<file path="config.mk">
export PLATFORM = sky130hd
export DESIGN_NAME = fmn_log_stage
export DESIGN_NICKNAME = d
export VERILOG_FILES = /design/src/rtl/fmn_pkg.sv /design/src/rtl/fmn_log_stage.sv
export SDC_FILE = /design/constraint.sdc
export NUM_CORES = 2
export LEC_CHECK = 0
export BUFFER_PORTS_ARGS = -buffer_cell sky130_fd_sc_hd__buf_2
export CAP_MARGIN = 20
export CORE_UTILIZATION = 55
export CTS_BUF_LIST = sky130_fd_sc_hd__clkbuf_8
export CTS_CLUSTER_SIZE = 10
export DETAILED_ROUTE_END_ITERATION = 8
export PLACE_DENSITY = 0.68
export REMOVE_ABC_BUFFERS = 1
export SLEW_MARGIN = 20
export SYNTH_ARGS = -nofsm -noshare
export SYNTH_HDL_FRONTEND = slang
export SYNTH_SLANG_ARGS = --single-unit
</file>
<file path="constraint.sdc">
create_clock -name clock -period 24.4 [get_ports clock]
set_input_delay 4.88 -clock clock [delete_from_list [all_inputs] [get_ports clock]]
set_output_delay 4.88 -clock clock [all_outputs]
set_load 0.01 [all_outputs]
</file>
<file path="src/rtl/fmn_pkg.sv">
`timescale 1ns / 1ps
package fmn_pkg;

   localparam int FMN_LOG_BITS = 16;

   localparam int FREQ_W  = 32;
   localparam int REF_W   = 25;
   localparam int MANT_W  = 32;
   localparam int POS_W   = $clog2(MANT_W);
   localparam int EXP_W   = POS_W + 2;

   localparam int MIDI_W  = 9;
   localparam int IDX_W   = 4;
   localparam int OCT_W   = 6;
   localparam int CENTS_W = 14;

   localparam logic [REF_W-1:0] REF_RESET = 25'd28835840;

   typedef struct packed {
      logic valid;
      logic zero;
   } fmn_ctl_type;

endpackage

</file>
<file path="src/rtl/fmn_log_stage.sv">
`timescale 1ns / 1ps
module fmn_log_stage import fmn_pkg::*; #(
   parameter int LOG_BITS = FMN_LOG_BITS
) (
   input  logic                    clock,
   input  logic                    reset,
   input  logic                    en,
   input  fmn_ctl_type             up_ctl,
   input  logic signed [EXP_W-1:0] up_exp,
   input  logic [MANT_W-1:0]       up_mant_f,
   input  logic [MANT_W-1:0]       up_mant_r,
   input  logic [LOG_BITS-1:0]     up_frac_f,
   input  logic [LOG_BITS-1:0]     up_frac_r,
   output fmn_ctl_type             dn_ctl,
   output logic signed [EXP_W-1:0] dn_exp,
   output logic [MANT_W-1:0]       dn_mant_f,
   output logic [MANT_W-1:0]       dn_mant_r,
   output logic [LOG_BITS-1:0]     dn_frac_f,
   output logic [LOG_BITS-1:0]     dn_frac_r
);

   logic [2*MANT_W-1:0]     sq_f;
   logic [2*MANT_W-1:0]     sq_r;
   logic [MANT_W:0]         top_f;
   logic [MANT_W:0]         top_r;
   fmn_ctl_type             ctl_ff;
   logic signed [EXP_W-1:0] exp_ff;
   logic [MANT_W-1:0]       mant_f_in;
   logic [MANT_W-1:0]       mant_f_ff;
   logic [MANT_W-1:0]       mant_r_in;
   logic [MANT_W-1:0]       mant_r_ff;
   logic [LOG_BITS-1:0]     frac_f_in;
   logic [LOG_BITS-1:0]     frac_f_ff;
   logic [LOG_BITS-1:0]     frac_r_in;
   logic [LOG_BITS-1:0]     frac_r_ff;

   // Squaring a mantissa in [1,2) gives [1,4); a carry into the top bit
   // is the next log2 fraction bit and the mantissa is halved.
   always_comb begin
      sq_f      = up_mant_f * up_mant_f;
      sq_r      = up_mant_r * up_mant_r;
      top_f     = sq_f[2*MANT_W-1:MANT_W-1];
      top_r     = sq_r[2*MANT_W-1:MANT_W-1];
      mant_f_in = top_f[MANT_W] ? top_f[MANT_W:1] : top_f[MANT_W-1:0];
      mant_r_in = top_r[MANT_W] ? top_r[MANT_W:1] : top_r[MANT_W-1:0];
      frac_f_in = {up_frac_f[LOG_BITS-2:0], top_f[MANT_W]};
      frac_r_in = {up_frac_r[LOG_BITS-2:0], top_r[MANT_W]};
   end

   always_ff @(posedge clock) begin
      if (reset) begin
         ctl_ff <= '0;
      end else if (en) begin
         ctl_ff <= up_ctl;
      end
   end

   always_ff @(posedge clock) begin
      if (en) begin
         exp_ff    <= up_exp;
         mant_f_ff <= mant_f_in;
         mant_r_ff <= mant_r_in;
         frac_f_ff <= frac_f_in;
         frac_r_ff <= frac_r_in;
      end
   end

   assign dn_ctl    = ctl_ff;
   assign dn_exp    = exp_ff;
   assign dn_mant_f = mant_f_ff;
   assign dn_mant_r = mant_r_ff;
   assign dn_frac_f = frac_f_ff;
   assign dn_frac_r = frac_r_ff;

endmodule

</file>
==> out/qor.yml <==
layout:
  fin_util_pct: 58.0
  drive_gt1_share_pct: 5.82
  fin_area_um2: 64400
  nNetsFinal: 8708
  layout.cells.non_filler: 7916
  syn2layout_area_growth_pct: 4.15
drt:
  drt_wl_total_mm: 154
  drc_errors: 0
  num_vias: 41900
  drtAntennaViolNets: 0
  wire_per_inst_um: 19.5
  via_per_inst: 5.29
  dr.pass1.iters: 5
  drt_iter0_markers: 2320
synth:
  avgSynthCellArea_um2: 9.67
  async_flop_share_pct: 0
  ys_warn_count: 0
  syn_area_um2: 61800
  ys_types: 74
  synthCells: 6389
  ys_seq_area_share_pct: 5.07
  ys_ff_latch: 105
  synth_edf_count: 103
  synthFlopType: "edfxtp_1"
setup_path:
  cp.arrival_ns: 14.73
  r2r_end: "dn_ctl[0]$_SDFFE_PP0P_"
  endpoint_kind: "register"
  r2r.worst_path.cells: 2
  critPathKind: "in2reg"
  critPathLaunchType: "input pin"
  r2r_setup_slack_ns: 23.76
  worstPathMaxFanout: 27
  crit_required_ns: 24.58
  worst-path-buf-inv: 5
  cp_common_cell: "fa_1"
  cp_top_family: "adder cells"
  timing.rr.start: "dn_ctl[0]$_SDFFE_PP0P_"
  slowest_delay_ns: 0.62
  crit_path_top_delay_cell: "buf_2"
global_routing:
  global_route.peak_usage_layer: "met2"
  grt_max_degree: 56
  met1_usage_pct: 39.8
  grt_use_total_pct: 29.1
  grt_util_met3_pct: 6.42
  gr-usage-met2_pct: 47.1
  grt_pass1_vias: 46900
  grt_pass1_wl_mm: 252
  overflow: 0
  grt_antenna_before_repair: 3
floorplanning:
  coreArea_um2: 111000
  design.die.area_um2: 114000
  die_x_um: 337
  die_h_um: 337
  start_util_pct: 55.7
  ios: 213
  rows: 122
cts:
  clk_path_buf_depth: 2
  cts.htree.levels: 3
  worstSkewPairLatency_ns: 0.43
  clk_pin_slew_worst_paths_ns: 0.12
  cts_setup_buffers: 0
  cts_root_buf: "clkbuf_8"
  cts_buffers: 9
  cts_tree: "built"
  cts_resized: 0
  cts_hold_buffers: 0
  clock_sinks: 105
sta:
  slew_violations: 0
  finClkSkew_ns: 0
  rsz0062_at_grt: "no"
  finalSetupViolCount: 0
  fin_tns_setup_ns: 0
  fin_crit_ns: 14.55
  hold_viol: 0
  min_period_over_period_pct: 59.6
  fmax_mhz: 68.7
  slew_headroom_pct: 17.3
  worst_slew_pin_slew_ns: 1.24
place:
  place_congestion: 0.928
  hpwlAfterDp_mm: 121
  place_area_um2: 64200
  dp_cells: 7897
  io_buffers: 210
hold_path:
  hold_end: "dn_ctl[1]$_SDFFE_PP0P_"
  worstHoldPathType: "reg2reg"
  min_from: "dn_ctl[1]$_SDFFE_PP0P_"
  hold_depth: 2
run_status:
  outcome: "finished clean"
flow_run:
  maxCapViolCount: 0
[placed cells by master (no fill, tap or decap), types with 23 or more instances in the layout]
cell	instances
a21o_1	73
a21oi_1	127
a31o_2	29
a31oi_1	24
and2_1	461
buf_2	209
buf_4	48
edfxtp_1	103
fa_1	1582
ha_1	598
inv_1	1956
mux2_2	26
mux2i_1	23
nand2_1	555
nand4_1	28
nor2_1	104
o21ai_0	59
o21bai_1	26
xnor2_1	78
xor2_1	78
[per-stage QoR]
stage / setup WS, ns / hold slack, ns
finish: 9.85 / 0.516
global route: 9.46 / 0.538
CTS: 9.87 / 0.516
detailed placement: 9.38 / 0.487
global placement: 9.57 / 0.474
floorplan: 11.43 / 0.528
[worst reg2reg max path: cells and delay by family, from the launching register on]
family / cells / cell delay (ns)
and+or+nand+nor: 1 / 0.06
DFF: 1 / 0.35
muxes: 1 / 0.14
[state kept, by name, summed over array words and instances, names as in the netlist]
register   cells
dn_mant_f     32
dn_mant_r     32
dn_exp         7
dn_frac_r     16
dn_frac_f     16
dn_ctl         2
[cell type report]
cell class | instances | area (um2)
multi-input cells | 4090 | 50400
fillers | 9668 | 46600
inverters | 1957 | 7350
flip-flops and latches | 105 | 3130
well taps | 1488 | 1860
repair buffers | 257 | 1410
clock buffers | 9 | 124
clock inverters | 7 | 72.6
diodes | 3 | 7.51
[how the worst max path moves through the flow]
stage	from	endpoint	slack [ns]	cells after the start
4_1_cts	up_mant_r[9]	dn_mant_r[14]$_DFFE_PP_	9.87	25
3_3_place_gp	up_mant_r[9]	dn_mant_r[14]$_DFFE_PP_	9.57	25
2_1_floorplan	up_mant_r[16]	dn_mant_r[14]$_DFFE_PP_	11.43	23
3_5_place_dp	up_mant_r[9]	dn_mant_r[14]$_DFFE_PP_	9.38	25
6_report	up_mant_r[9]	dn_mant_r[14]$_DFFE_PP_	9.85	25
5_1_grt	up_mant_r[9]	dn_mant_r[14]$_DFFE_PP_	9.46	25
[cells by family (layout without fill, tap and decap cells)]
family,Yosys count,after routing,synth area share (%)
flip-flops,105,105,5.07
AND/OR/NAND/NOR,1266,1266,10.2
adder cells (fa/ha/maj),2180,2180,63.3
buffers and inverters,2194,2230,13.4
AO/OA/AOI/OAI,426,426,4.63
other,0,3,0
multiplexers,61,61,1.14
XOR/XNOR,157,157,2.24
[Yosys cell counts, drive strengths merged, types with 22 or more instances]
cell,count,area [um2]
mux2i,23,230
a31oi,24,150
nor2b,22,138
a31o,29,254
clkbuf,217,815
inv,1956,7340
a21o,73,548
o21bai,27,206
nor2,104,390
and2,461,2880
mux2,38,473
a21oi,128,644
nand4,28,175
ha,598,7480
xnor2,79,699
nand2,555,2080
o21ai,60,304
xor2,78,683
edfxtp,103,3090
fa,1582,31700
[routing by layer]
metal / share of wire [%] / vias to the layer above / routed length, um
met4: 2.7 / 0 / 4170
met5: 0 / - / 0
met2: 47 / 1343 / 72700
li1: - / 18700 / -
met3: 8.5 / 260 / 13200
met1: 42 / 21600 / 64200
Power is left out: the tool's default activity adds up to more than one toggle a clock period on the data nets, which glitch-free logic cannot reach.
