--- src/rtl/fmn_pkg.sv ---
`timescale 1ns / 1ps
package fmn_pkg;

   localparam int FMN_LOG_BITS = 16;

   localparam int FREQ_W  = 32;
   localparam int REF_W   = 25;
   localparam int MANT_W  = 32;
   localparam int POS_W   = $clog2(MANT_W);
   localparam int EXP_W   = POS_W + 2;

   localparam int MIDI_W  = 9;
   localparam int IDX_W   = 4;
   localparam int OCT_W   = 6;
   localparam int CENTS_W = 14;

   localparam logic [REF_W-1:0] REF_RESET = 25'd28835840;

   typedef struct packed {
      logic valid;
      logic zero;
   } fmn_ctl_type;

endpackage

--- src/rtl/fmn_normalize.sv ---
`timescale 1ns / 1ps
module fmn_normalize import fmn_pkg::*; (
   input  logic                    clock,
   input  logic                    reset,
   input  logic                    en,
   input  logic                    up_valid,
   input  logic [FREQ_W-1:0]       up_freq,
   input  logic [REF_W-1:0]        up_a4,
   output fmn_ctl_type             dn_ctl,
   output logic signed [EXP_W-1:0] dn_exp,
   output logic [MANT_W-1:0]       dn_mant_f,
   output logic [MANT_W-1:0]       dn_mant_r
);

   function automatic logic [POS_W-1:0] lead_one(input logic [MANT_W-1:0] x);
      logic [POS_W-1:0] p;
      p = '0;
      for (int i = 0; i < MANT_W; i++) begin
         if (x[i]) begin
            p = POS_W'(i);
         end
      end
      return p;
   endfunction

   logic [MANT_W-1:0]       a4_wide;
   logic [POS_W-1:0]        pos_f;
   logic [POS_W-1:0]        pos_r;
   fmn_ctl_type             ctl_in;
   fmn_ctl_type             ctl_ff;
   logic signed [EXP_W-1:0] exp_in;
   logic signed [EXP_W-1:0] exp_ff;
   logic [MANT_W-1:0]       mant_f_in;
   logic [MANT_W-1:0]       mant_f_ff;
   logic [MANT_W-1:0]       mant_r_in;
   logic [MANT_W-1:0]       mant_r_ff;

   always_comb begin
      a4_wide      = MANT_W'(up_a4);
      pos_f        = lead_one(up_freq);
      pos_r        = lead_one(a4_wide);
      ctl_in.valid = up_valid;
      ctl_in.zero  = (up_freq == '0) || (up_a4 == '0);
      exp_in       = $signed({2'b00, pos_f}) - $signed({2'b00, pos_r});
      mant_f_in    = up_freq << (POS_W'(MANT_W - 1) - pos_f);
      mant_r_in    = a4_wide << (POS_W'(MANT_W - 1) - pos_r);
   end

   always_ff @(posedge clock) begin
      if (reset) begin
         ctl_ff <= '0;
      end else if (en) begin
         ctl_ff <= ctl_in;
      end
   end

   always_ff @(posedge clock) begin
      if (en) begin
         exp_ff    <= exp_in;
         mant_f_ff <= mant_f_in;
         mant_r_ff <= mant_r_in;
      end
   end

   assign dn_ctl    = ctl_ff;
   assign dn_exp    = exp_ff;
   assign dn_mant_f = mant_f_ff;
   assign dn_mant_r = mant_r_ff;

endmodule

--- config.mk ---
export PLATFORM = sky130hd
export DESIGN_NAME = fmn_normalize
export DESIGN_NICKNAME = d
export VERILOG_FILES = /design/src/rtl/fmn_pkg.sv /design/src/rtl/fmn_normalize.sv
export SDC_FILE = /design/constraint.sdc
export NUM_CORES = 1
export LEC_CHECK = 0
export BUFFER_PORTS_ARGS = -buffer_cell sky130_fd_sc_hd__buf_2
export CAP_MARGIN = 30
export CELL_PAD_IN_SITES_DETAIL_PLACEMENT = 1
export CELL_PAD_IN_SITES_GLOBAL_PLACEMENT = 2
export CORE_ASPECT_RATIO = 2
export CORE_MARGIN = 3
export CORE_UTILIZATION = 30
export DETAILED_ROUTE_END_ITERATION = 10
export GPL_TIMING_DRIVEN = 0
export PLACE_DENSITY = 0.84
export SETUP_SLACK_MARGIN = 0.4
export SLEW_MARGIN = 5
export SYNTH_ARGS = -nofsm -noshare
export SYNTH_HDL_FRONTEND = slang
export SYNTH_SLANG_ARGS = --single-unit
export TNS_END_PERCENT = 10
--- constraint.sdc ---
create_clock -name clock -period 9.2 [get_ports clock]
set_input_delay 1.38 -clock clock [delete_from_list [all_inputs] [get_ports clock]]
set_output_delay 1.38 -clock clock [all_outputs]
set_load 0.01 [all_outputs]
==> flow_results.org <==
** Outcome
- Status :: complete, no violations

** Finish
- The area growth from synthesis to layout is 22.0%.
- Final cell utilization of the core :: a little under two fifths
- The multi-input combinational cells in the finished layout cover a total of between 0.003 and 0.004 mm2.
- Cells with a size suffix above 1 make up about a quarter of the layout.
- Number of diodes :: 0
- Storage cell area :: 0.00214 mm2
- Number of cells in the finished layout apart from fillers :: around 1100
- At the end of the flow, the number of nets in the layout was slightly below 900.
- The filler cells instantiated in the layout total between 2000 and 2500.

** Drt
- The count of nets left with antenna violations once routing finished came out at 0.
- The first detailed-routing pass took 5 iterations.
- In the routed design, unresolved DRC markers number 0.
- The routed design has between 20000 and 30000 um of wire.
- Routed via count :: roughly 6000
- In the final routed layout, each cell accounts on average for between 20 and 25 um.
- Iter 0 DRT Violations :: between 300 and 400
- In the routed layout, each cell is associated on average with a via count of about 5.7.

** Floorplan
- The floorplan step defined a core boundary enclosing between 0.02 and 0.025 mm2.
- For this design the top-level I/O count stands at roughly 130.
- The die is ~110 um wide.
- Effective utilization at floorplan :: approximately 31%
- Die Span Y :: between 200 and 250 um
- After floorplanning, the core was divided into between 70 and 80 placement rows.
- Area enclosed by the die boundary :: 0.0225 mm2

** Clock tree
- CTS placed an instance of sky130_fd_sc_hd__clkbuf_16 at the clock tree root.
- The longest clock path from root to sink contains 2 buffers.
- The H-tree generated during clock tree synthesis spans 3 levels.
- For this design, the CTS-stage hold fixing added 0 buffers.
- The clock drives 72 sinks.
- CTS tree :: done
- After clock tree synthesis, the setup repair step added 0 buffers.
- Number of gates resized after cts :: 0
- Clock latency on the worst-skew pair :: between 0.3 and 0.4 ns
- Clock slew at the register clock pins of the worst setup and hold paths :: roughly 0.060 ns
- Buffers inserted during clock tree synthesis total 9.

** Worst hold path
- The worst hold path belongs to the class flip-flop to flip-flop.
- Hold-critical path depth :: 2
- Source of the worst hold timing path :: dn_ctl[1]
- For hold timing, the worst endpoint is dn_ctl[1].

** Synthesis
- The average instance in the mapped netlist occupies 9.43 um2.
- Post-synth EDFFs :: 70
- Yosys synthesis warning count :: 0
- In this run, synthesis produced a sequential element count of approximately 70.
- After synthesis, the netlist uses 82 different library cells.
- Of the synthesized area, sequential elements account for between 30% and 40%.
- For this run, asynchronously set or reset flops after synthesis account for 0%.
- The most used flip-flop cell after synthesis is sky130_fd_sc_hd__edfxtp_1.
- By area the synthesized netlist is led by sky130_fd_sc_hd__edfxtp_1 (34%), sky130_fd_sc_hd__mux2i_1 (16%), sky130_fd_sc_hd__nor2_1 (3.6%), sky130_fd_sc_hd__a21oi_1 (3.1%), sky130_fd_sc_hd__a211oi_1 (2.4%).
- Leading cell type by number of instances after synthesis :: sky130_fd_sc_hd__mux2i_1
- The synthesized design spends more area on one cell type than any other, namely sky130_fd_sc_hd__edfxtp_1.
- Of the post-synthesis cell area, the dominant cell type holds about a third.
- Most frequent cells after synthesis :: sky130_fd_sc_hd__mux2i_1 (97), sky130_fd_sc_hd__edfxtp_1 (70), sky130_fd_sc_hd__nor2_1 (59)
- Post-Synthesis Cell Area :: between 0.006 and 0.007 mm2
- Synthesis produced around 660 cells.

** GRT
- Largest net degree at the start of global routing :: 60
- Antenna violations before repair :: 0
- Via count of the first global-routing pass :: between 6000 and 7000
- Global routing used between 20% and 30% of the available tracks.
- The first global-routing pass estimated slightly below 40000 um of wire.
- Grt total ovfl :: 0

** STA
- For the final routed database, the setup TNS stands at 0 ns.
- Max_slew headroom :: between 30% and 40%
- Setup repair after global routing left no endpoint under its margin.
- Least-Margin Pin Slew :: ~0.95 ns
- The max-slew violation count is 0.
- In the post-route analysis, the smallest setup slack over all paths is ~4.3 ns.
- Number of endpoints with negative hold slack in the final report :: 0
- Static timing analysis puts the maximum clock frequency at about 200 MHz.
- The routed design could run at a clock period as short as ~4.9 ns.
- Clock skew after layout :: 0 ns
- Setup violations remaining at the end of the flow were counted as 0.
- Final period utilization :: 53.7%

** Power
- IR analysis of the VDD net gives a maximum drop of roughly 70 uV.
- For this design the ratio of total power to cell area is around 160 mW/mm2.
- In this run the static leakage power is approximately 3.2 nW.

** Worst setup path
- The worst setup path is launched from an input port.
- Reg-to-reg endpoint :: dn_ctl[0]
- Of all nets on the critical path, the largest fanout is 10.
- Register-to-register path setup slack :: between 8 and 9 ns
- STA classifies the critical path endpoint as a flip-flop.
- Worst R2R Path Depth :: 2
- The worst register-to-register path begins at dn_ctl[0].
- Required time at the worst-slack endpoint :: 9.30 ns
- Launch point of the worst path :: up_freq[23]
- At the worst endpoint, the arrival time is just over 5 ns.
- The setup path with the least slack is of type input port to flip-flop.

** Place
- RePlAce Congestion :: 0.960
- Port buffer count :: approximately 130
- Pre-CTS worst setup slack :: a little under 4 ns
- Placed Cells :: approximately 1100
- Detail Placement HPWL :: about 22000 um

** Job
- Across the run, the number of max-cap violations was 0.
-- stage by stage --
step / hold WS, ns / power (mW) / cell area (um2)
floorplan: 0.528 / 0.618 / 6200
global placement: 0.474 / 0.764 / 7150
detailed placement: 0.493 / 0.769 / 7190
CTS: 0.517 / 1.18 / 7540
global route: 0.545 / 1.22 / 7540
finish: 0.512 / 1.18 / 7540
-- layout make-up --
cell class | count | area share (%)
multi-input cells | 511 | 49.0
flip-flops and latches | 72 | 28.4
repair buffers | 127 | 8.80
well taps | 262 | 4.35
plain buffers | 48 | 3.29
clock buffers | 11 | 3.22
inverters | 30 | 1.59
clock inverters | 5 | 1.38
-- worst max-delay path: stages --
cell and delay (ns):
sky130_fd_sc_hd__clkbuf_1 0.18, sky130_fd_sc_hd__nor2b_1 0.18, sky130_fd_sc_hd__o21ai_0 0.21, sky130_fd_sc_hd__o2111ai_1 0.14, sky130_fd_sc_hd__o211ai_1 0.78, sky130_fd_sc_hd__clkbuf_1 0.60
sky130_fd_sc_hd__clkbuf_1 0.55, sky130_fd_sc_hd__ha_1 0.30, sky130_fd_sc_hd__fa_1 0.22, sky130_fd_sc_hd__inv_1 0.06, sky130_fd_sc_hd__a21o_1 0.15, sky130_fd_sc_hd__a21oi_1 0.18
sky130_fd_sc_hd__xnor2_1 0.09
-- where the power goes --
group          leakage [nW]  switching [mW]  internal (mW)
clock network         0.170           0.142          0.273
logic                  2.37           0.217          0.126
registers             0.701          0.0129          0.407
total                  3.25           0.372          0.806
-- state kept, by name, indices dropped and copies added (netlist names) --
signal / cells
dn_mant_f: 32
dn_exp: 6
dn_ctl: 2
dn_mant_r: 32
-- worst max path at each step --
| stage | cells past startpoint | slack (ns) | to |
|---|---|---|---|
| floorplan | 13 | 4.94 | dn_exp[4] |
| global placement | 13 | 3.92 | dn_exp[4] |
| detailed placement | 13 | 3.94 | dn_exp[4] |
| CTS | 13 | 4.29 | dn_exp[4] |
| global route | 13 | 4.05 | dn_exp[4] |
| finish | 13 | 4.26 | dn_exp[4] |
-- cell usage in the layout (no fill, tap or decap), types with 15 or more instances in the layout --
master / count
sky130_fd_sc_hd__buf_2: 138
sky130_fd_sc_hd__mux2i_1: 97
sky130_fd_sc_hd__edfxtp_1: 70
sky130_fd_sc_hd__nor2_1: 59
sky130_fd_sc_hd__a21oi_1: 38
sky130_fd_sc_hd__nand2_1: 30
sky130_fd_sc_hd__clkbuf_1: 25
sky130_fd_sc_hd__nand3_1: 23
sky130_fd_sc_hd__inv_1: 22
sky130_fd_sc_hd__o21ai_0: 21
sky130_fd_sc_hd__a211oi_1: 20
sky130_fd_sc_hd__nor3_1: 15
-- logic make-up (layout without fill, tap and decap cells) --
logic type               Yosys count  in the layout  share of synthesized area (%)
other                              1              7                         0.0607
buffers and inverters             78            221                           5.96
multiplexers                     112            112                           19.4
flip-flops                        72             72                           34.7
AND/OR/NAND/NOR                  193            193                           15.8
AO/OA/AOI/OAI                    190            190                           22.3
XOR/XNOR                           3              3                          0.425
adder cells (fa/ha/maj)            6              6                           1.34
-- per-layer routing --
metal / vias to the layer above / global-route usage (%) / routed length (um) / share of wire, %
li1: 2809 / - / - / -
met1: 2954 / 20.2 / 8170 / 31
met2: 194 / 48.3 / 15400 / 58
met3: 85 / 1.89 / 637 / 2.4
met4: 0 / 18.0 / 2380 / 8.9
met5: - / 0 / 0 / 0
No activity file was read; power rests on OpenSTA's default activity.
