--- src/rtl/fmn_pkg.sv ---
`timescale 1ns / 1ps
package fmn_pkg;

   localparam int FMN_LOG_BITS = 16;

   localparam int FREQ_W  = 32;
   localparam int REF_W   = 25;
   localparam int MANT_W  = 32;
   localparam int POS_W   = $clog2(MANT_W);
   localparam int EXP_W   = POS_W + 2;

   localparam int MIDI_W  = 9;
   localparam int IDX_W   = 4;
   localparam int OCT_W   = 6;
   localparam int CENTS_W = 14;

   localparam logic [REF_W-1:0] REF_RESET = 25'd28835840;

   typedef struct packed {
      logic valid;
      logic zero;
   } fmn_ctl_type;

endpackage

--- src/rtl/fmn_note_map.sv ---
`timescale 1ns / 1ps
module fmn_note_map import fmn_pkg::*; #(
   parameter int LOG_BITS = FMN_LOG_BITS
) (
   input  logic                      clock,
   input  logic                      reset,
   input  logic                      en,
   input  fmn_ctl_type               up_ctl,
   input  logic signed [EXP_W-1:0]   up_exp,
   input  logic [LOG_BITS-1:0]       up_frac_f,
   input  logic [LOG_BITS-1:0]       up_frac_r,
   output logic                      dn_valid,
   output logic                      dn_note_valid,
   output logic signed [MIDI_W-1:0]  dn_midi,
   output logic [IDX_W-1:0]          dn_index,
   output logic signed [OCT_W-1:0]   dn_octave,
   output logic signed [CENTS_W-1:0] dn_cents
);

   localparam int SW     = LOG_BITS + 12;
   localparam int MW     = 11;
   localparam int RW     = LOG_BITS + 1;
   localparam int PW     = LOG_BITS + 16;
   localparam int VW     = 10;
   localparam int QW     = 7;
   localparam int RSH    = 15;
   localparam int QPW    = VW + 12;
   localparam int NSTAGE = 5;
   localparam int OCT_BIAS = 32;

   localparam logic signed [SW-1:0] S_BASE     = SW'(69) <<< LOG_BITS;
   localparam logic [SW-1:0]        S_HALF     = SW'(1) << (LOG_BITS - 1);
   localparam logic [PW-1:0]        P_HALF     = PW'(1) << (LOG_BITS - 1);
   localparam logic signed [PW-1:0] CENT_SCALE = PW'(10000);
   localparam logic [QPW-1:0]       RECIP12    = QPW'(2731);
   localparam logic signed [MW-1:0] V_OFFSET   = MW'(OCT_BIAS * 12);
   localparam logic signed [QW:0]   OCT_OFFSET = (QW + 1)'(OCT_BIAS + 1);

   fmn_ctl_type ctl_ff [NSTAGE];

   // Stage 1: semitone value with LOG_BITS fraction bits.
   logic signed [SW-1:0] d_w;
   logic signed [SW-1:0] s1_in;
   logic signed [SW-1:0] s1_ff;

   // Stage 2: nearest note, ties away from zero.
   logic [SW-1:0]        s_mag;
   logic [SW-1:0]        s_rnd;
   logic signed [MW-1:0] m_mag;
   logic signed [MW-1:0] midi2_in;
   logic signed [MW-1:0] midi2_ff;
   logic signed [SW-1:0] s2_ff;

   // Stage 3: remainder and offset note for the floor division.
   logic signed [SW-1:0] rem_w;
   logic signed [RW-1:0] rem3_in;
   logic signed [RW-1:0] rem3_ff;
   logic [VW-1:0]        v3_in;
   logic [VW-1:0]        v3_ff;
   logic signed [MW-1:0] midi3_ff;

   // Stage 4: products.
   logic signed [PW-1:0] cprod4_in;
   logic signed [PW-1:0] cprod4_ff;
   logic [QPW-1:0]       qprod4_in;
   logic [QPW-1:0]       qprod4_ff;
   logic [VW-1:0]        v4_ff;
   logic signed [MW-1:0] midi4_ff;

   // Stage 5: output register.
   logic [PW-1:0]             c_mag;
   logic [PW-1:0]             c_rnd;
   logic [CENTS_W-1:0]        c_q;
   logic [QW-1:0]             q_w;
   logic [VW-1:0]             r_w;
   logic signed [QW:0]        oct_w;
   logic                      note_valid_in;
   logic                      note_valid_ff;
   logic signed [MIDI_W-1:0]  midi_in;
   logic signed [MIDI_W-1:0]  midi_ff;
   logic [IDX_W-1:0]          index_in;
   logic [IDX_W-1:0]          index_ff;
   logic signed [OCT_W-1:0]   octave_in;
   logic signed [OCT_W-1:0]   octave_ff;
   logic signed [CENTS_W-1:0] cents_in;
   logic signed [CENTS_W-1:0] cents_ff;

   always_comb begin
      d_w   = (SW'(up_exp) <<< LOG_BITS) + SW'({1'b0, up_frac_f}) - SW'({1'b0, up_frac_r});
      s1_in = S_BASE + (d_w <<< 3) + (d_w <<< 2);
   end

   always_comb begin
      s_mag    = s1_ff[SW-1] ? SW'(-s1_ff) : SW'(s1_ff);
      s_rnd    = s_mag + S_HALF;
      m_mag    = s_rnd[LOG_BITS +: MW];
      midi2_in = s1_ff[SW-1] ? -m_mag : m_mag;
   end

   always_comb begin
      rem_w   = s2_ff - (SW'(midi2_ff) <<< LOG_BITS);
      rem3_in = rem_w[RW-1:0];
      v3_in   = VW'(midi2_ff + V_OFFSET);
   end

   always_comb begin
      cprod4_in = PW'(rem3_ff) * CENT_SCALE;
      qprod4_in = QPW'(v3_ff) * RECIP12;
   end

   always_comb begin
      c_mag         = cprod4_ff[PW-1] ? PW'(-cprod4_ff) : PW'(cprod4_ff);
      c_rnd         = c_mag + P_HALF;
      c_q           = c_rnd[LOG_BITS +: CENTS_W];
      q_w           = qprod4_ff[RSH +: QW];
      r_w           = v4_ff - ((VW'(q_w) << 3) + (VW'(q_w) << 2));
      oct_w         = $signed({1'b0, q_w}) - OCT_OFFSET;
      note_valid_in = !ctl_ff[3].zero;
      if (ctl_ff[3].zero) begin
         midi_in   = '0;
         index_in  = '0;
         octave_in = '0;
         cents_in  = '0;
      end else begin
         midi_in   = midi4_ff[MIDI_W-1:0];
         index_in  = r_w[IDX_W-1:0];
         octave_in = oct_w[OCT_W-1:0];
         cents_in  = cprod4_ff[PW-1] ? -$signed(c_q) : $signed(c_q);
      end
   end

   always_ff @(posedge clock) begin
      if (reset) begin
         for (int k = 0; k < NSTAGE; k++) begin
            ctl_ff[k] <= '0;
         end
      end else if (en) begin
         ctl_ff[0] <= up_ctl;
         for (int k = 1; k < NSTAGE; k++) begin
            ctl_ff[k] <= ctl_ff[k-1];
         end
      end
   end

   always_ff @(posedge clock) begin
      if (en) begin
         s1_ff         <= s1_in;
         s2_ff         <= s1_ff;
         midi2_ff      <= midi2_in;
         rem3_ff       <= rem3_in;
         v3_ff         <= v3_in;
         midi3_ff      <= midi2_ff;
         cprod4_ff     <= cprod4_in;
         qprod4_ff     <= qprod4_in;
         v4_ff         <= v3_ff;
         midi4_ff      <= midi3_ff;
         note_valid_ff <= note_valid_in;
         midi_ff       <= midi_in;
         index_ff      <= index_in;
         octave_ff     <= octave_in;
         cents_ff      <= cents_in;
      end
   end

   assign dn_valid      = ctl_ff[NSTAGE-1].valid;
   assign dn_note_valid = note_valid_ff;
   assign dn_midi       = midi_ff;
   assign dn_index      = index_ff;
   assign dn_octave     = octave_ff;
   assign dn_cents      = cents_ff;

endmodule

--- config.mk ---
export PLATFORM = sky130hd
export DESIGN_NAME = fmn_note_map
export DESIGN_NICKNAME = d
export VERILOG_FILES = /design/src/rtl/fmn_pkg.sv /design/src/rtl/fmn_note_map.sv
export SDC_FILE = /design/constraint.sdc
export NUM_CORES = 1
export LEC_CHECK = 0
export BUFFER_PORTS_ARGS = -buffer_cell sky130_fd_sc_hd__buf_4
export CAP_MARGIN = 20
export CORE_MARGIN = 2
export CORE_UTILIZATION = 30
export DETAILED_ROUTE_END_ITERATION = 12
export GPL_TIMING_DRIVEN = 0
export PLACE_DENSITY = 0.45
export SLEW_MARGIN = 25
export SYNTH_ARGS = -nofsm -noshare
export SYNTH_HDL_FRONTEND = slang
export SYNTH_SLANG_ARGS = --single-unit
--- constraint.sdc ---
create_clock -name clock -period 5.7 [get_ports clock]
set_input_delay 0.855 -clock clock [delete_from_list [all_inputs] [get_ports clock]]
set_output_delay 0.855 -clock clock [all_outputs]
set_load 0.1 [all_outputs]
==> summary.md <==
| Metric | Value |
|---|---|
| Flop2flop setup slack | 0.50 ns |
| RePlAce Congestion | 0.796 |
| Vias | 8935 |
| Layout net count | 1709 |
| Die width | 219 µm |
| Mapped Cells | 1288 |
| Mean Syn Cell Area | 10.7 µm² |
| Post-synthesis sequential area ratio | 34.8% |
| DRT Wirelength | 24900 µm |
| Crit. End Element | flip-flop |
| Routed vias/inst | 4.47 |
| Min Clock Period, post-route | 5.20 ns |
| Relative slew slack | 49.9% |
| Number of synthesized flops with an enable pin | 160 |
| Yosys warns | 0 |
| CTS tree | built |
| Vias in the first global route | 9069 |
| Flops & latches, synth | 160 |
| Maximum capacitance violations | 0 |
| Critical Path Start Type | flip-flop |
| Reg-to-Reg End | cprod4_ff[31]$_DFFE_PP_ |
| CP Launch Point | rem3_ff[6]$_DFFE_PP_ |
| CORE AREA | 0.0454 mm² |
| Largest net degree at the start of global routing | 81 |
| Root buffer cell | clkbuf_16 |
| CP Capture Point | cprod4_ff[31]$_DFFE_PP_ |
| Crit path required time | 5.86 ns |
| Post-Syn Area | 0.0138 mm² |
| TritonCTS buffer count | 17 |
| Clk buf depth | 2 |
| Final Skew | 0.00961 ns |
| Multi-input gate area in the final layout | 0.00813 mm² |
| RSZ-0062 raised after global routing | no |
| Die height | 219 µm |
| Total GRT Usage | 10.9% |
| First-pass GRT wire length | 42500 µm |
| Layout cells sized above 1 | 10.3% |
| Dpl hpwl | 20000 µm |
| Clk sink count | 160 |
| # setup viols final | 0 |
| Critical path arrival | 5.35 ns |
| Syn_nets | 1611 |
| GRT Residual Overflow | 0 |
| PostCTS Resize Cnt | 0 |
| I/O Pins | 79 |
| H-tree level count | 4 |
| Placed cell count | 1967 |
| Number of I/O port buffers | 78 |
| ANT nets after route | 0 |
| Starting density of the core | 30.5% |
| Die area | 0.0478 mm² |
| Drc violations | 0 |
| Initial antenna violation count | 0 |
| Hold_buf cts | 0 |
| Layout filler cell count | 4593 |
| Final hold vios | 0 |
| First-iteration detailed-routing DRC count | 395 |
| CP max FO | 5 |
| HP Class | flip-flop to flip-flop |
| CTS clock-pin slew for the worst setup and hold paths | 0.07 ns |
| Worst-Margin Slew | 0.733 ns |
| Skew-Pair Late Insertion Delay | 0.44 ns |
| Rows | 78 |
| Post-synth ARST share | 0% |
| Wire per inst | 12.4 µm |
| Status | completed |
| Area delta synth->final | 14.3% |
| Slew Limit Fails | 0 |
| Top FF cell, synth | edfxtp_1 |
| Setup bufs post-CTS | 0 |
| Reg area | 0.00480 mm² |
| Reg-to-Reg Start | rem3_ff[6]$_DFFE_PP_ |
| Distinct cell type count after synthesis | 75 |
| Pre-antenna DRT Iters | 6 |
| Antenna fix cells | 0 |
| Layout Cells excl Fill | 1999 |
| Max frequency | 0.192 GHz |
| R2r worst-path depth | 17 |
| Crit share post-route | 91.2% |
| Crit Path Class | flip-flop to flip-flop |
[worst min-delay path by stage]
| stage | from | slack (ns) | endpoint | depth (start not counted) |
|---|---|---|---|---|
| after floorplan | midi3_ff[7]$_DFFE_PP_ | 0.40 | midi4_ff[7]$_DFFE_PP_ | 0 |
| after CTS | s2_ff[2]$_DFFE_PP_ | 0.42 | rem3_ff[2]$_DFFE_PP_ | 0 |
| after global routing | s2_ff[2]$_DFFE_PP_ | 0.43 | rem3_ff[2]$_DFFE_PP_ | 0 |
| after detailed placement | s2_ff[2]$_DFFE_PP_ | 0.41 | rem3_ff[2]$_DFFE_PP_ | 0 |
| after global placement | midi2_ff[1]$_DFFE_PP_ | 0.40 | v3_ff[1]$_DFFE_PP_ | 0 |
| final | s2_ff[2]$_DFFE_PP_ | 0.42 | rem3_ff[2]$_DFFE_PP_ | 0 |
[worst max-delay path, stage by stage (launching register included)]
cell and delay [ns]:
edfxtp_1 0.53, ha_1 0.35, ha_1 0.27, inv_1 0.05, fa_1 0.53, inv_1 0.06, fa_1 0.53, inv_1 0.05
fa_1 0.52, inv_1 0.04, ha_1 0.33, a21oi_1 0.28, o21ai_0 0.21, o41a_1 0.36, o21a_1 0.19, o21ai_0 0.29
a211oi_1 0.16, xor2_1 0.18
[cell type report]
cell class	count	area share (%)
clock buffers	17	2.69
inverters	194	4.61
flip-flops and latches	160	30.4
well taps	600	4.75
plain buffers	24	1.07
clock inverters	15	1.06
multi-input cells	910	51.5
repair buffers	79	3.93
[stage by stage]
| step | hold WS [ns] | TNS (ns) | cell area, µm² | setup WS, ns | util, % |
|---|---|---|---|---|---|
| finish | 0.420 | 0 | 15800 | 0.504 | 34.8 |
| global route | 0.425 | 0 | 15800 | 0.113 | 34.8 |
| floorplan | 0.400 | 0 | 13800 | 0.665 | - |
| detailed placement | 0.405 | -0.216 | 15200 | -0.139 | 33.5 |
| CTS | 0.422 | 0 | 15800 | 0.214 | 34.8 |
| global placement | 0.402 | -0.109 | 15200 | -0.106 | 33.4 |
[cells by family (layout without fill, tap and decap cells)]
family	after synthesis	after routing	synth area share (%)
buffers and inverters	218	329	6.49
DFF	160	160	34.8
muxes	9	9	0.679
AOI/OAI and AO/OA	209	209	10.3
and+or+nand+nor	290	290	10.7
adders and majority gates	280	280	29.2
xor gates and xnor gates	122	122	7.83
[cells in the final DEF, fill, tap and decap left out, drive strengths merged, types with 16 or more instances in the layout]
cell type | synthesis | layout
fa | 72 | 72
or3 | 17 | 17
nor2 | 81 | 81
nand2 | 43 | 43
nand3 | 20 | 20
buf | 3 | 82
a21oi | 51 | 51
xnor2 | 83 | 83
nor2b | 22 | 22
a21o | 26 | 26
xor2 | 38 | 38
o21ai | 36 | 36
o21bai | 16 | 16
inv | 193 | 201
ha | 207 | 207
edfxtp | 160 | 160
nor3 | 26 | 26
clkbuf | 20 | 37
[cell usage after synthesis (7+ instances only)]
master | number | area, µm²
ha_1 | 207 | 2590
inv_1 | 193 | 724
edfxtp_1 | 160 | 4800
xnor2_1 | 83 | 727
nor2_1 | 81 | 304
fa_1 | 72 | 1440
a21oi_1 | 51 | 255
nand2_1 | 43 | 161
xor2_1 | 38 | 333
o21ai_0 | 35 | 175
a21o_1 | 26 | 195
nor3_1 | 26 | 130
nor2b_1 | 22 | 138
nand3_1 | 20 | 100
o21bai_1 | 16 | 120
or3_1 | 16 | 100
and2_1 | 15 | 93.8
and3_1 | 15 | 93.8
clkbuf_1 | 14 | 52.6
a31oi_1 | 13 | 81.3
nand4_1 | 12 | 75.1
a211oi_1 | 10 | 75.1
nor4_1 | 10 | 62.6
o21a_1 | 9 | 67.6
o31ai_1 | 9 | 67.6
or2_2 | 8 | 50.1
nand2b_1 | 7 | 43.8
[layer usage]
metal	vias to the layer above	routed length, µm	global-route usage (%)
met3	19	586	1.63
met5	-	0	0
met2	101	11900	18.9
met4	0	313	3.24
li1	4708	-	-
met1	4107	12100	13.9
[state kept, by name (all words and copies together) (netlist names)]
name / flops
dn_midi: 9
rem3_ff: 15
v3_ff: 10
qprod4_ff: 7
s2_ff: 15
s1_ff: 25
midi2_ff: 10
dn_note_valid: 1
midi4_ff: 6
ctl_ff: 9
midi3_ff: 2
cprod4_ff: 25
v4_ff: 2
dn_octave: 6
dn_index: 4
dn_cents: 14
Power is left out: the tool's default activity adds up to more than one toggle a clock period on the data nets, which glitch-free logic cannot reach.
